==> src/rtl/core/first_fit_block_allocator_assert.svh <==
// Assertion macros shared by the allocator RTL.
// Every macro samples on clk and is disabled while rst_n is low.
`ifndef FIRST_FIT_BLOCK_ALLOCATOR_ASSERT_SVH
`define FIRST_FIT_BLOCK_ALLOCATOR_ASSERT_SVH

// Same-cycle implication.
`define FFBA_ASSERT_NOW(label, ante, cons, msg) \
  label: assert property (@(posedge clk) disable iff (!rst_n) (ante) |-> (cons)) \
    else $error(msg);

// Next-cycle implication.
`define FFBA_ASSERT_NEXT(label, ante, cons, msg) \
  label: assert property (@(posedge clk) disable iff (!rst_n) (ante) |=> (cons)) \
    else $error(msg);

`endif

==> src/rtl/core/ffba_ram.sv <==
// Generic simple dual-port RAM with one write port and a registered read port.
// No dependencies.
module ffba_ram #(
  parameter int WIDTH = 8,
  parameter int DEPTH = 16,
  localparam int AW = (DEPTH > 1) ? $clog2(DEPTH) : 1
) (
  input  logic             clk,
  input  logic             we,
  input  logic [AW-1:0]    waddr,
  input  logic [WIDTH-1:0] wdata,
  input  logic             re,
  input  logic [AW-1:0]    raddr,
  output logic [WIDTH-1:0] rdata
);

  logic [WIDTH-1:0] mem [DEPTH];
  logic [WIDTH-1:0] rdata_r;

  always_ff @(posedge clk) begin
    if (we) begin
      mem[waddr] <= wdata;
    end
    if (re) begin
      rdata_r <= mem[raddr];
    end
  end

  assign rdata = rdata_r;

endmodule

==> config.mk <==
export PLATFORM = sky130hd
export DESIGN_NAME = ffba_ram
export DESIGN_NICKNAME = d
export VERILOG_FILES = /design/src/rtl/core/first_fit_block_allocator_assert.svh /design/src/rtl/core/ffba_ram.sv
export SDC_FILE = /design/constraint.sdc
export NUM_CORES = 1
export LEC_CHECK = 0
export ABC_AREA = 1
export BUFFER_PORTS_ARGS = -buffer_cell sky130_fd_sc_hd__buf_2
export CORE_AREA = 2 2 102 104
export DETAILED_ROUTE_END_ITERATION = 8
export DIE_AREA = 0 0 104 106
export GPL_ROUTABILITY_DRIVEN = 0
export MAX_ROUTING_LAYER = met4
export PLACE_DENSITY = 0.77
export SLEW_MARGIN = 40
export SYNTH_ARGS = -nofsm -noshare
export SYNTH_HDL_FRONTEND = slang
export SYNTH_SLANG_ARGS = --single-unit
==> constraint.sdc <==
create_clock -name clk -period 2.6 [get_ports clk]
set_input_delay 0.26 -clock clk [delete_from_list [all_inputs] [get_ports clk]]
set_output_delay 0.26 -clock clk [all_outputs]
set_load 0.02 [all_outputs]
==> summary.txt <==
Routing
  – DRT antenna net count: 0
  – Via count: 3982
  – DR vias/cell: 5.492
  – Total Wirelength: 13.18 mm
  – WL/cell: 18.18 um
  – Starting DRC count in detailed routing: 444
  – DRC: 0
  – Detailed Routing Iterations Pass 1: 5

Clock network
  – Hold buffers post-CTS: 0
  – CTS Sinks: 136
  – CTS tree: built
  – Setup Fix Bufs, Post-CTS: 0
  – CTS buffer count: 17
  – Worst-path clk slew: 0.06 ns
  – CTS resizes: 0
  – Htree depth: 4
  – Clock Tree Buf Depth: 2
  – Later-pin clock latency in the skew report: 0.53 ns
  – CTS root buf: clkbuf_8

Final layout
  – Final #Nets: 595
  – Layout cell share with drive strength beyond 1: 10.36%
  – Final Instance Area: 0.006660 mm^2
  – Area Growth Syn to Fin: 13.91%
  – ANT cells: 0

STA
  – Fin. Hold Viols: 0
  – Actual slew at the worst max-slew pin: 0.7820 ns
  – Final TNS setup: 0 ns
  – Unrepaired setup endpoints after global routing: no
  – Final setup violating endpoints: 0
  – Slew HR: 47.67%
  – Max Clock Freq: 682.6 MHz
  – Layout Skew: 0.006976 ns
  – Setup WS post-layout: 1.135 ns
  – Period minus WS final: 1.465 ns
  – Worst hold slack: 0.08292 ns
  – Fin. max-slew vios: 0
  – Final period util: 56.34%

Yosys
  – Post-synth top cells: nand2_1, edfxtp_1, inv_1
  – Largest cells by area after synthesis: edfxtp_1, nand2_1, nand3_1, inv_1, buf_6
  – Main flop type after synthesis: edfxtp_1
  – Seq/Total Area, Yosys: 69.85%
  – Number of synthesized flops with an enable pin: 136
  – Syn_area_per_cell: 10.61 um^2
  – Yosys reg bits: 136
  – Area leader, netlist: edfxtp_1
  – Mapped Cells: 551
  – Post-Syn Area: 0.005847 mm^2
  – Count leader, synth: nand2_1
  – Top-area cell type share of the netlist area: 69.85%
  – Synth Net Count: 570
  – Netlist cell types: 11
  – Synthesis Warnings: 0
  – FFs w/ async S/R, synth: 0%

Worst setup path
  – WS Path Type: in2reg
  – Critical Path RT: 2.88 ns
  – Critical Path Start Type: primary input
  – Flop-to-flop setup slack: 1.42 ns
  – Setup crit end kind: flip-flop
  – CP max FO: 33
  – Critical R2R Launch: mem[1][6]$_DFFE_PP_
  – Crit. Startpoint: raddr[1]
  – Register-to-Register Path Depth: 6
  – Worst EP arrival: 1.75 ns
  – R2R Path End: rdata[6]$_DFFE_PP_

Floorplanning
  – Core area: 0.01000 mm^2
  – Row count: 37
  – Die area: 0.01102 mm^2
  – Starting Density: 58.47%
  – Die Ht: 106 um
  – I/O pin total: 27
  – Die Span X: 104 um

Pwr
  – P_sw: 1.116 mW
  – Pleak: 2.856 nW
  – Peak VDD IR: 692.3 uV
  – Clock share of power: 48.5%
  – PwrDens: 811.5 mW/mm^2
  – Net Sw Frac: 20.64%
  – Internal: 4.289 mW
  – Combinational power share: 5.5%
  – Reg power frac: 46.0%

Run status
  – Status: completed

Placement
  – I/O Buffers: 26
  – Placement-stage cell area: 0.006011 mm^2
  – Pre-CTS setup slack: 0.6568 ns
  – Post-DP HPWL: 8.026 mm

GRT
  – Largest net degree at the start of global routing: 34
  – Initial antenna violation count: 0
  – First-pass GRT wire length: 20.73 mm
  – All-layer global routing usage: 26.46%
  – Grt total ovfl: 0
  – Vias in the first global route: 3996

Hold path
  – Hold_sp: re
  – WHS Endpoint: rdata[0]$_DFFE_PP_
  – Worst hold stages: 1
  – Worst min-delay path class: in2reg

Job
  – Maxcap violations: 0
[through the flow]
stage	std cells	power (mW)	util, %
floorplan	551	2.714	-
CTS	725	5.408	66.58
global placement	693	2.816	60.11
detailed placement	693	2.823	60.11
finish	725	5.404	66.60
global route	725	5.542	66.60
[state kept, by name, summed over array words and instances, names as in the netlist]
signal	flops
rdata	8
mem	128
[final cells by class]
cell class,count,area (um^2)
sequential,136,4084
clock inverter,14,229.0
fill,741,3339
timing repair buffer,30,160.2
clock buffer,18,417.9
multi-input combinational,289,1216
tap,136,170.2
inverter,102,382.9
[layout by cell type, fill, tap and decap left out, drive strengths merged]
master / synthesis / routed
clkinv: 0 / 6
clkinvlp: 0 / 2
nor2: 17 / 17
nand3b: 2 / 2
buf: 24 / 30
nand3: 97 / 97
bufinv: 0 / 6
nand2: 173 / 173
clkbuf: 0 / 18
edfxtp: 136 / 136
inv: 102 / 102
[worst max-delay path by stage]
stage	end	cells after the start
2_1_floorplan	mem[10][0]$_DFFE_PP_	2
3_3_place_gp	rdata[4]$_DFFE_PP_	6
3_5_place_dp	rdata[7]$_DFFE_PP_	6
4_1_cts	rdata[7]$_DFFE_PP_	6
5_1_grt	rdata[2]$_DFFE_PP_	6
6_report	rdata[2]$_DFFE_PP_	6
[metal layers]
metal / track usage (%) / share of wire, % / vias to the layer above / routed length (um)
met3: 7.174 / 7.6 / 46 / 1005
met5: - / 0 / - / 0
met1: 31.51 / 40 / 1882 / 5290
met2: 41.92 / 49 / 224 / 6485
li1: - / - / 1830 / -
met4: 13.61 / 3.0 / 0 / 397
[worst max-delay path: stages]
cell     delay (ns)
buf_2          0.53
inv_2          0.42
nand3_1        0.21
nand3_1        0.11
nand3_1        0.11
nand2_1        0.08
[logic make-up after synthesis]
| group | Yosys count | share of synthesized area [%] |
|---|---|---|
| flops | 136 | 69.85 |
| simple gates | 289 | 20.76 |
| buf+inv | 126 | 9.394 |
[power groups by stage]
stage	combinational, mW	sequential [mW]	clock (mW)
after global routing	0.328	2.49	2.72
after floorplan	0.173	2.54	0
after detailed placement	0.292	2.53	0
final	0.299	2.49	2.62
after CTS	0.296	2.49	2.63
after global placement	0.285	2.53	0
Power figures use the tool's default switching activity.
