<file path="config.mk">
export PLATFORM = sky130hd
export DESIGN_NAME = ffba_probe
export DESIGN_NICKNAME = d
export VERILOG_FILES = /design/src/rtl/core/first_fit_block_allocator_assert.svh /design/src/rtl/core/ffba_pkg.sv /design/src/rtl/core/ffba_probe.sv
export SDC_FILE = /design/constraint.sdc
export NUM_CORES = 1
export LEC_CHECK = 0
export ABC_CLOCK_PERIOD_IN_PS = 5900
export BUFFER_PORTS_ARGS = -buffer_cell sky130_fd_sc_hd__buf_2
export CELL_PAD_IN_SITES_DETAIL_PLACEMENT = 0
export CELL_PAD_IN_SITES_GLOBAL_PLACEMENT = 1
export CORE_MARGIN = 2
export CORE_UTILIZATION = 34
export CTS_CLUSTER_SIZE = 16
export DETAILED_ROUTE_END_ITERATION = 8
export PLACE_DENSITY_LB_ADDON = 0.1
export REMOVE_ABC_BUFFERS = 1
export SKIP_LAST_GASP = 1
export SLEW_MARGIN = 10
export SYNTH_ARGS = -nofsm -noshare
export SYNTH_HDL_FRONTEND = slang
export SYNTH_SLANG_ARGS = --single-unit
</file>
<file path="constraint.sdc">
create_clock -name clk -period 5.9 [get_ports clk]
set_input_delay 0.295 -clock clk [delete_from_list [all_inputs] [get_ports clk]]
set_output_delay 0.295 -clock clk [all_outputs]
set_load 0.02 [all_outputs]
</file>
<file path="src/rtl/core/first_fit_block_allocator_assert.svh">
// Assertion macros shared by the allocator RTL.
// Every macro samples on clk and is disabled while rst_n is low.
`ifndef FIRST_FIT_BLOCK_ALLOCATOR_ASSERT_SVH
`define FIRST_FIT_BLOCK_ALLOCATOR_ASSERT_SVH

// Same-cycle implication.
`define FFBA_ASSERT_NOW(label, ante, cons, msg) \
  label: assert property (@(posedge clk) disable iff (!rst_n) (ante) |-> (cons)) \
    else $error(msg);

// Next-cycle implication.
`define FFBA_ASSERT_NEXT(label, ante, cons, msg) \
  label: assert property (@(posedge clk) disable iff (!rst_n) (ante) |=> (cons)) \
    else $error(msg);

`endif

</file>
<file path="src/rtl/core/ffba_pkg.sv">
// Package for the first-fit block allocator: table entry type, probe result,
// request modes, status codes and register indices. No dependencies.
package ffba_pkg;

  localparam int TABLE_ENTRIES_DEF = 512;

  localparam logic [31:0] GRANULE     = 32'h0000_0100;
  localparam logic [31:0] GRANULE_M   = 32'h0000_00FF;
  localparam logic [31:0] MAX_SIZE    = 32'hFFFF_FF00;
  localparam logic [31:0] FIRST_ID    = 32'h0001_0000;
  localparam logic [31:0] RESET_LOW   = 32'h08C0_0000;
  localparam logic [31:0] RESET_HIGH  = 32'h0A00_0000;

  localparam logic [2:0] MODE_LOW     = 3'd0;
  localparam logic [2:0] MODE_HIGH    = 3'd1;
  localparam logic [2:0] MODE_ADDR    = 3'd2;
  localparam logic [2:0] MODE_LOW_AL  = 3'd3;
  localparam logic [2:0] MODE_HIGH_AL = 3'd4;
  localparam logic [2:0] MODE_FREE    = 3'd5;
  localparam logic [2:0] MODE_LOOKUP  = 3'd6;
  localparam logic [2:0] MODE_BAD     = 3'd7;

  localparam logic [1:0] STS_OK      = 2'd0;
  localparam logic [1:0] STS_ILLEGAL = 2'd1;
  localparam logic [1:0] STS_NOMEM   = 2'd2;
  localparam logic [1:0] STS_UNKNOWN = 2'd3;

  localparam logic CFG_HEAP_LOW  = 1'b0;
  localparam logic CFG_HEAP_HIGH = 1'b1;

  typedef enum logic [3:0] {
    ST_CLEAR, ST_IDLE, ST_PREP, ST_START, ST_BOUND,
    ST_SCAN, ST_EVAL, ST_WRITE, ST_DONE
  } state_t;

  typedef struct packed {
    logic        valid;
    logic [31:0] id;
    logic [31:0] base;
    logic [31:0] length;
  } entry_t;

  typedef struct packed {
    logic        clash;
    logic [32:0] next_end;
    logic [31:0] prev;
    logic        free_found;
    logic        id_found;
    logic [31:0] id_base;
  } probe_t;

endpackage

</file>
<file path="src/rtl/core/ffba_probe.sv">
// Table scan unit: checks each entry read from the table against the current
// candidate and accumulates overlap, nearest ends, first free slot and id match.
// Depends on ffba_pkg.
module ffba_probe #(
  parameter int ENTRIES = ffba_pkg::TABLE_ENTRIES_DEF,
  localparam int AW = (ENTRIES > 1) ? $clog2(ENTRIES) : 1
) (
  input  logic            clk,
  input  logic            rst_n,
  input  logic            clr,
  input  logic            chk_v,
  input  logic [AW-1:0]   chk_idx,
  input  ffba_pkg::entry_t ent,
  input  logic [33:0]     cand,
  input  logic [31:0]     len,
  input  logic [31:0]     key_id,
  input  logic [31:0]     lo,
  input  logic [31:0]     hi,
  output ffba_pkg::probe_t res,
  output logic [AW-1:0]   free_idx,
  output logic [AW-1:0]   id_idx
);

  ffba_pkg::probe_t res_r, res_nxt;
  logic [AW-1:0]    free_idx_r, free_idx_nxt;
  logic [AW-1:0]    id_idx_r, id_idx_nxt;
  logic [32:0]      ent_end;
  logic [34:0]      cand_end;
  logic             hit;

  assign ent_end  = {1'b0, ent.base} + {1'b0, ent.length};
  assign cand_end = {1'b0, cand} + {3'b0, len};
  assign hit = ent.valid && ({1'b0, cand} < {2'b0, ent_end})
               && ({3'b0, ent.base} < cand_end);

  always_comb begin
    res_nxt      = res_r;
    free_idx_nxt = free_idx_r;
    id_idx_nxt   = id_idx_r;
    if (clr) begin
      res_nxt.clash      = 1'b0;
      res_nxt.next_end   = {1'b0, hi};
      res_nxt.prev       = lo;
      res_nxt.free_found = 1'b0;
      res_nxt.id_found   = 1'b0;
    end else if (chk_v) begin
      if (hit) begin
        res_nxt.clash = 1'b1;
        if (ent_end < res_r.next_end) begin
          res_nxt.next_end = ent_end;
        end
        if (ent.base > res_r.prev) begin
          res_nxt.prev = ent.base;
        end
      end
      if (!ent.valid && !res_r.free_found) begin
        res_nxt.free_found = 1'b1;
        free_idx_nxt       = chk_idx;
      end
      if (ent.valid && (ent.id == key_id) && !res_r.id_found) begin
        res_nxt.id_found = 1'b1;
        res_nxt.id_base  = ent.base;
        id_idx_nxt       = chk_idx;
      end
    end
  end

  always_ff @(posedge clk) begin
    if (!rst_n) begin
      res_r.clash      <= 1'b0;
      res_r.free_found <= 1'b0;
      res_r.id_found   <= 1'b0;
    end else begin
      res_r.clash      <= res_nxt.clash;
      res_r.free_found <= res_nxt.free_found;
      res_r.id_found   <= res_nxt.id_found;
    end
    res_r.next_end <= res_nxt.next_end;
    res_r.prev     <= res_nxt.prev;
    res_r.id_base  <= res_nxt.id_base;
    free_idx_r     <= free_idx_nxt;
    id_idx_r       <= id_idx_nxt;
  end

  assign res      = res_r;
  assign free_idx = free_idx_r;
  assign id_idx   = id_idx_r;

endmodule

</file>
==> results.toml, run 1 <==
[worst_setup_path]
path_buf_inv = 3
start_kind = "input pin"
crit_type = "in -> reg"
slowest_delay_ns = 0.58
cp.required_ns = 6.02
cp_slowest_cell = "a2111oi_0"
cpMostUsedCell = "a21oi_1"
worstPathMaxFanout = 32
worstPathCellList = "buf_2 -> ha_1 -> inv_1 -> fa_1 -> and2b_1 -> o2111ai_1 -> nand2_1 -> a41oi_1 -> a31oi_1 -> a21o_1 -> a21oi_1 -> xor2_1 -> ha_1 -> a21oi_1 -> o21ai_0 -> a2111oi_0 -> o2111ai_1 -> and3_1 -> nor3_1 -> nor3_4 -> a21oi_1 -> a21o_1 -> buf_12"
crit_family = "compound AO/OA/AOI/OAI gates"
critPathCaptureType = "flop"
arrival_ns = 5.69

[drt]
drt_iter0_drc = 521
avgRoutedWirePerCell_um = 20.03
drc = 0
antenna_left = 0
routed_via_density = 5.231
dr_total_vias = 10120
routed_wl_mm = 38.75
dr.pass1.iters = 5

[floorplanning]
die_area_mm2 = 0.03333
die_y_um = 182.6
ios = 390
core-area_mm2 = 0.03147
die_width_um = 182.6
row_count = 65
initial_core_util_pct = 34.45

[timing]
timing_worst_slew_pin_value_ns = 0.7273
min_period_ns = 5.567
clock_skew_ns = 0.01203
slew_violations = 0
rsz0062_at_grt = "no"
slew_headroom_pct = 50.26
clock.fmax_mhz = 179.6
final-hold-violation-count = 0
setup_viol = 0
fin_crit_sh_pct = 94.36

[synthesis]
avgSynthCellArea_um2 = 9.715
yosys_warnings = 0
async_flop_share_pct = 0
yosysUniqueCellTypes = 76
synth-main-ff-cell = "edfxtp_1"
netlist_area_mm2 = 0.01084
synth-edff-count = 114
syn-instance-count = 1116
ys_ff_latch = 118
yosysSeqAreaShare_pct = 32.31

[placed_design]
dp_cells = 1902
hpwl_mm = 32.80
port_buffers = 389
gp_congestion = 0.8625

[hold_path]
min-delay-path-class = "in -> reg"

[cts]
cts_buffer_depth = 2
htree_levels = 4
cts_buffers = 17
post_cts_buffers = 0
clk_pin_slew_ns = 0.06
clock_latency_ns = 0.43
numClockSinks = 118
cts_resized = 0
root_buffer = "clkbuf_16"
hold_buffers = 0
cts_tree = "yes"

[grt]
grt_overflow = 0
use_met2_pct = 37.13
grt_max_degree = 42
grt_pass1_wl_mm = 57.35
grt_most_used_layer = "met2"
grt_usage_pct = 23.06
grt_pass1_vias = 9977
antenna_found_initial = 3
met1_usage_pct = 30.64
grtUsageMet3_pct = 4.809

[finish]
syn2layout_area_growth_pct = 28.33
final_common_cell = "buf_2"
num-fill-cells = 3217
fin_cells = 1935
drive_gt1_share_pct = 29.96
most-common-layout-cells = "buf_2, ha_1, inv_1, edfxtp_1, a21oi_1"
fin_nets = 1984

[power]
cellLeakagePower_nw = 6.696
vdd_drop_max_v = 0.0002036
power.density_mw_per_mm2 = 237.4
finalPower_mw = 3.303

[flow_run]
max-cap-violations = 0

[outcome]
status = "completed"
==> stage by stage <==
step / hold WS, ns / utilization [%] / instance area (um2) / TNS [ns] / worst slack [ns]
floorplan: 0.3596 / - / 10750 / 0 / 0.2229
finish: 0.06432 / 44.21 / 13910 / 0 / 0.3328
global route: 0.04540 / 44.20 / 13910 / 0 / 0.02576
detailed placement: 0.4597 / 42.36 / 13330 / 0 / 0.01103
global placement: 0.4533 / 42.36 / 13330 / -1.008 / -0.03620
CTS: 0.04532 / 44.20 / 13910 / 0 / 0.4520
==> synthesized netlist by cell type, types with 16 or more instances <==
master    instances  area share [%]
edfxtp_1        114              32
a22o_1           40             3.2
a21o_1           40             2.8
o21ai_0          56             2.6
nand2b_1         17            0.98
xnor2_1          63             5.1
a21oi_1          75             3.5
xor2_1           26             2.1
nand4_1          32             1.8
nand3_1          16            0.74
o21a_1           16             1.1
nor2_1           48             1.7
nand2_1          71             2.5
inv_1           114             3.9
ha_1            191              22
==> per-layer routing <==
| metal | share of wire, % | vias to the layer above | routed length (um) |
|---|---|---|---|
| met2 | 44 | 385 | 17090 |
| met3 | 6.8 | 55 | 2617 |
| met1 | 46 | 4646 | 17880 |
| li1 | - | 5032 | - |
| met5 | 0.070 | - | 27 |
| met4 | 2.9 | 4 | 1129 |
==> state kept, by name, summed over array words and instances, names as in the netlist <==
signal / cells
res: 100
free_idx: 9
id_idx: 9
==> cells by family (layout without fill, tap and decap cells) <==
group	after synthesis	in the layout	synth area share (%)
buf+inv	131	547	4.801
xor+xnor	89	89	7.190
fa+ha+maj	193	193	22.41
compound gates	344	344	22.02
flops	118	118	32.31
simple gates	241	241	11.26
other cells	0	1	0
==> area by class of cell <==
type / instances / area (um2) / area share, %
Sequential cell: 118 / 3503 / 25.18
Multi-Input combinational cell: 867 / 6839 / 49.15
Inverter: 115 / 431.7 / 3.103
Clock buffer: 17 / 425.4 / 3.058
Antenna cell: 1 / 2.502 / 0.01799
Timing Repair Buffer: 400 / 2054 / 14.77
Clock inverter: 15 / 153.9 / 1.106
Tap cell: 402 / 503.0 / 3.615
==> final timing paths <==
path | start | end | slack [ns] | cells past startpoint
min reg2reg | res[32] | res[32] | 0.47 | 2
min | chk_idx[4] | free_idx[4] | 0.06 | 1
max | cand[0] | res[39] | 0.33 | 23
max reg2reg | res[68] | res[72] | 2.26 | 12
==> where the power goes <==
group	leakage (nW)	internal (mW)	switching [mW]
registers	1.13	0.973	0.0268
logic	5.30	0.514	0.735
clock network	0.267	0.622	0.431
Note: power is estimated with default switching activity, not from simulation.
==> run 2: changes to the inputs <==
--- a/config.mk
+++ b/config.mk
@@ -7,13 +7,13 @@
 export LEC_CHECK = 0
 export ABC_CLOCK_PERIOD_IN_PS = 5900
 export BUFFER_PORTS_ARGS = -buffer_cell sky130_fd_sc_hd__buf_2
-export CELL_PAD_IN_SITES_DETAIL_PLACEMENT = 0
+export CELL_PAD_IN_SITES_DETAIL_PLACEMENT = 1
 export CELL_PAD_IN_SITES_GLOBAL_PLACEMENT = 1
-export CORE_MARGIN = 2
+export CORE_MARGIN = 4
 export CORE_UTILIZATION = 34
 export CTS_CLUSTER_SIZE = 16
 export DETAILED_ROUTE_END_ITERATION = 8
-export PLACE_DENSITY_LB_ADDON = 0.1
+export PLACE_DENSITY = 0.89
 export REMOVE_ABC_BUFFERS = 1
 export SKIP_LAST_GASP = 1
 export SLEW_MARGIN = 10
==> results.toml, run 2 (same netlist as run 1, synthesis figures left out) <==
[cts]
clk_pin_slew_ns = 0.06
cts_tree = "yes"
cts_buffer_depth = 2
htree_levels = 4
numClockSinks = 118
hold_buffers = 0
root_buffer = "clkbuf_16"
post_cts_buffers = 0
cts_buffers = 17
cts_resized = 0
clock_latency_ns = 0.44

[finish]
final_common_cell = "buf_2"
stdcell_area_mm2 = 0.01396
syn2layout_area_growth_pct = 28.75
largest_register_ffs = 100
most-common-layout-cells = "buf_2, ha_1, inv_1, edfxtp_1, a21oi_1"
utilization_pct = 44.35
drive_gt1_share_pct = 29.86
fin_nets = 1979
num-fill-cells = 3724

[timing]
clock_skew_ns = 0.01261
rsz0062_at_grt = "no"
slew_violations = 0
fin_crit_sh_pct = 96.16
final-hold-violation-count = 0
clock.fmax_mhz = 176.3
setup_viol = 0
timing_worst_slew_pin_value_ns = 0.8973
slew_headroom_pct = 40.18
min_period_ns = 5.673

[grt]
grt_pass1_vias = 12040
grt_usage_pct = 24.37
grt_max_degree = 42
antenna_found_initial = 19
grt_pass1_wl_mm = 66.81
grt_overflow = 0

[floorplanning]
die_width_um = 186.6
ios = 390
row_count = 65
initial_core_util_pct = 34.45
core-area_mm2 = 0.03147
die_area_mm2 = 0.03481
die_y_um = 186.6

[drt]
routed_via_density = 5.577
avgRoutedWirePerCell_um = 22.91
drt_iter0_drc = 595
antenna_left = 0
dr.pass1.iters = 5
routed_wl_mm = 44.51
dr_total_vias = 10840
drc = 0

[hold_path]
hold_path_end = "id_idx[8]"
worstHoldStart = "chk_idx[8]"
min-delay-path-class = "in -> reg"
whs_path_depth = 1

[power]
cellLeakagePower_nw = 6.700
vdd_drop_max_v = 0.0001990
power.density_mw_per_mm2 = 243.9

[worst_setup_path]
worstPathMaxFanout = 32
reg2reg_depth = 12
critPathCaptureType = "flop"
crit_type = "in -> reg"
arrival_ns = 5.80
r2r-start = "res[92]"
start_kind = "input pin"
r2r_end = "res[67]"
cp.required_ns = 6.02
rrSetupSlack_ns = 2.36

[flow_run]
max-cap-violations = 0

[placed_design]
place_area_mm2 = 0.01329
gp_congestion = 0.9389
port_buffers = 389
hpwl_mm = 36.76

[outcome]
status = "completed"
==> run 2: changes by cell type in the layout (fill, tap and decap cells not counted), sizes merged <==
cell and change:
clkinv -3, bufinv +1, diode +13, inv +5, buf -5, clkinvlp -3
==> run 2: worst max path at each step <==
| stage | cells after the start | from | to | slack, ns |
|---|---|---|---|---|
| floorplan | 21 | ent[0] | res[66] | 0.22 |
| global placement | 23 | cand[0] | res[40] | 0.003 |
| detailed placement | 23 | cand[0] | res[42] | -0.19 |
| CTS | 21 | ent[32] | res[66] | 0.24 |
| global route | 23 | cand[0] | res[44] | 0.03 |
| finish | 21 | ent[32] | res[67] | 0.23 |
==> run 2: area by class of cell <==
type                    count  area (um2)  area share, %
clock inverters            15       187.7          1.345
diodes                     14       35.03         0.2510
repair buffers            395        2017          14.45
multi-input cells         867        6855          49.11
clock buffers              17       425.4          3.048
inverters                 115       431.7          3.093
flip-flops and latches    118        3503          25.10
well taps                 402       503.0          3.603
==> run 2: through the flow <==
step	worst slack [ns]	hold WS [ns]	instances	total power [mW]	TNS [ns]
after floorplan	0.2229	0.3596	1100	1.803	0
after global placement	0.002665	0.4518	1897	2.191	0
after detailed placement	-0.1905	0.4837	1897	2.262	-6.280
after CTS	0.2360	0.03032	1929	3.391	0
after global routing	0.02531	0.04126	1942	3.592	0
final	0.2266	0.05242	1943	3.404	0
==> run 2: where the power goes <==
group	internal, mW	switching (mW)	total (mW)
sequential	0.973	0.0276	1.00
clock	0.673	0.436	1.11
combinational	0.525	0.769	1.29
total	2.17	1.23	3.40
==> run 2: routing by layer <==
| metal | track usage (%) | routed length (um) | vias to the layer above |
|---|---|---|---|
| li1 | - | - | 5018 |
| met1 | 28.54 | 18010 | 5268 |
| met2 | 41.35 | 21300 | 399 |
| met3 | 5.294 | 2497 | 139 |
| met4 | 14.02 | 2624 | 12 |
| met5 | 0 | 73 | - |
==> run 2: worst max-delay path, stage by stage <==
cell,delay [ns]
buf_2,0.12
ha_1,0.22
fa_1,0.43
a211oi_1,0.38
o211ai_1,0.24
a31oi_2,0.31
and4b_1,0.25
o21ai_1,0.23
nand3b_2,0.16
a41oi_1,0.26
xor2_1,0.37
inv_1,0.12
ha_1,0.33
a211oi_1,0.32
o21bai_1,0.14
a21o_1,0.20
a221o_1,0.33
or3b_2,0.47
a21o_2,0.22
nand2b_1,0.13
buf_12,0.23
==> run 3: changes to the inputs <==
--- a/config.mk
+++ b/config.mk
@@ -6,7 +6,7 @@
 export NUM_CORES = 1
 export LEC_CHECK = 0
 export ABC_CLOCK_PERIOD_IN_PS = 5900
-export BUFFER_PORTS_ARGS = -buffer_cell sky130_fd_sc_hd__buf_2
+export BUFFER_PORTS_ARGS = -buffer_cell sky130_fd_sc_hd__clkbuf_2
 export CELL_PAD_IN_SITES_DETAIL_PLACEMENT = 1
 export CELL_PAD_IN_SITES_GLOBAL_PLACEMENT = 1
 export CORE_MARGIN = 4
==> results.toml, run 3 (same netlist as run 1, synthesis figures left out) <==
[outcome]
status = "completed"

[placed_design]
place_area_mm2 = 0.01330
dp_cells = 1898
pre_cts_ws_ns = -0.1400
gp_congestion = 0.9490
hpwl_mm = 36.66
port_buffers = 389

[floorplanning]
die_y_um = 186.6
die_area_mm2 = 0.03481
ios = 390
row_count = 65
core-area_mm2 = 0.03147
initial_core_util_pct = 34.45
die_width_um = 186.6

[finish]
fin_cells = 1935
largest_register_ffs = 100
utilization_pct = 44.12
drive_gt1_share_pct = 29.73
most-common-layout-cells = "clkbuf_2, ha_1, inv_1, edfxtp_1, a21oi_1"
syn2layout_area_growth_pct = 28.09
fin_nets = 1980
stdcell_area_mm2 = 0.01389
final_common_cell = "clkbuf_2"

[timing]
min_period_ns = 5.696
setup_viol = 0
slew_violations = 0
clock.fmax_mhz = 175.6
clock_skew_ns = 0.008245
timing_worst_slew_pin_value_ns = 0.8586
rsz0062_at_grt = "no"
holdWs_ns = 0.06134
setup_tns_ns = 0
slew_headroom_pct = 41.28
postLayoutSetupSlackWorst_ns = 0.2041
final-hold-violation-count = 0
fin_crit_sh_pct = 96.54

[cts]
clk_pin_slew_ns = 0.06
post_cts_buffers = 0
cts_buffers = 17
numClockSinks = 118
cts_resized = 0
root_buffer = "clkbuf_16"
clock_latency_ns = 0.43
cts_tree = "yes"
cts_buffer_depth = 2
htree_levels = 4
hold_buffers = 0

[worst_setup_path]
cp_slowest_cell = "a2111oi_0"
worstPathMaxFanout = 32
crit_type = "in -> reg"
critPathCaptureType = "flop"
cp.required_ns = 6.01
arrival_ns = 5.81
start_kind = "input pin"
worstPathCellList = "clkbuf_2 -> ha_1 -> inv_1 -> fa_1 -> and2b_1 -> o2111ai_1 -> nand2_1 -> a41oi_1 -> a31oi_1 -> a21o_1 -> a21oi_1 -> xor2_1 -> ha_1 -> a21oi_1 -> o21ai_0 -> a2111oi_0 -> o2111ai_1 -> and3_1 -> nor3_1 -> nor3_4 -> a21oi_1 -> a21o_1 -> buf_12"
path_buf_inv = 3
slowest_delay_ns = 0.70
crit_family = "compound AO/OA/AOI/OAI gates"
cpMostUsedCell = "a21oi_1"

[power]
cellLeakagePower_nw = 6.750
vdd_drop_max_v = 0.0001891
finalPower_mw = 3.287
power.density_mw_per_mm2 = 236.7

[grt]
antenna_found_initial = 11
grt_usage_pct = 24.36
grt_pass1_wl_mm = 66.79
grt_pass1_vias = 11870
grt_max_degree = 44
grt_overflow = 0

[drt]
routed_wl_mm = 43.84
dr_total_vias = 10840
routed_via_density = 5.600
antenna_left = 0
drt_iter0_drc = 607
avgRoutedWirePerCell_um = 22.66
drc = 0
dr.pass1.iters = 5

[flow_run]
max-cap-violations = 0

[hold_path]
min-delay-path-class = "in -> reg"
## run 3: area by class of cell
cell class                 count  area (um2)
fill                        3722       17590
tap                          402       503.0
multi-input combinational    867        6848
inverter                     115       431.7
clock inverter                14       136.4
antenna                        6       15.01
sequential                   118        3503
clock buffer                  17       425.4
timing repair buffer         396        2024
## run 3: report_power, final
group          total [mW]  internal [mW]  switching (mW)
sequential           1.00          0.974          0.0284
combinational        1.27          0.520           0.753
clock                1.01          0.614           0.397
total                3.29           2.11            1.18
## run 3: final timing paths
| kind | start | end | slack (ns) | cells after the start |
|---|---|---|---|---|
| max | cand[0] | res[34] | 0.20 | 23 |
| min | chk_idx[2] | free_idx[2] | 0.06 | 1 |
| max reg2reg | res[76] | res[75] | 2.47 | 12 |
| min reg2reg | res[32] | res[32] | 0.48 | 2 |
## run 3: worst reg2reg max path, delay by kind of cell (launching register included)
kind | cells | cell delay (ns)
compound gates | 7 | 1.54
fa+ha+maj | 1 | 0.25
simple gates | 2 | 0.62
flops | 1 | 0.40
buf+inv | 2 | 0.30
## run 3: per-layer routing
| layer | GRT usage [%] | vias up | routed length, um |
|---|---|---|---|
| li1 | - | 5010 | - |
| met1 | 28.48 | 5261 | 17540 |
| met2 | 41.30 | 419 | 21110 |
| met3 | 5.574 | 136 | 2654 |
| met4 | 13.79 | 10 | 2471 |
| met5 | 0 | - | 60 |
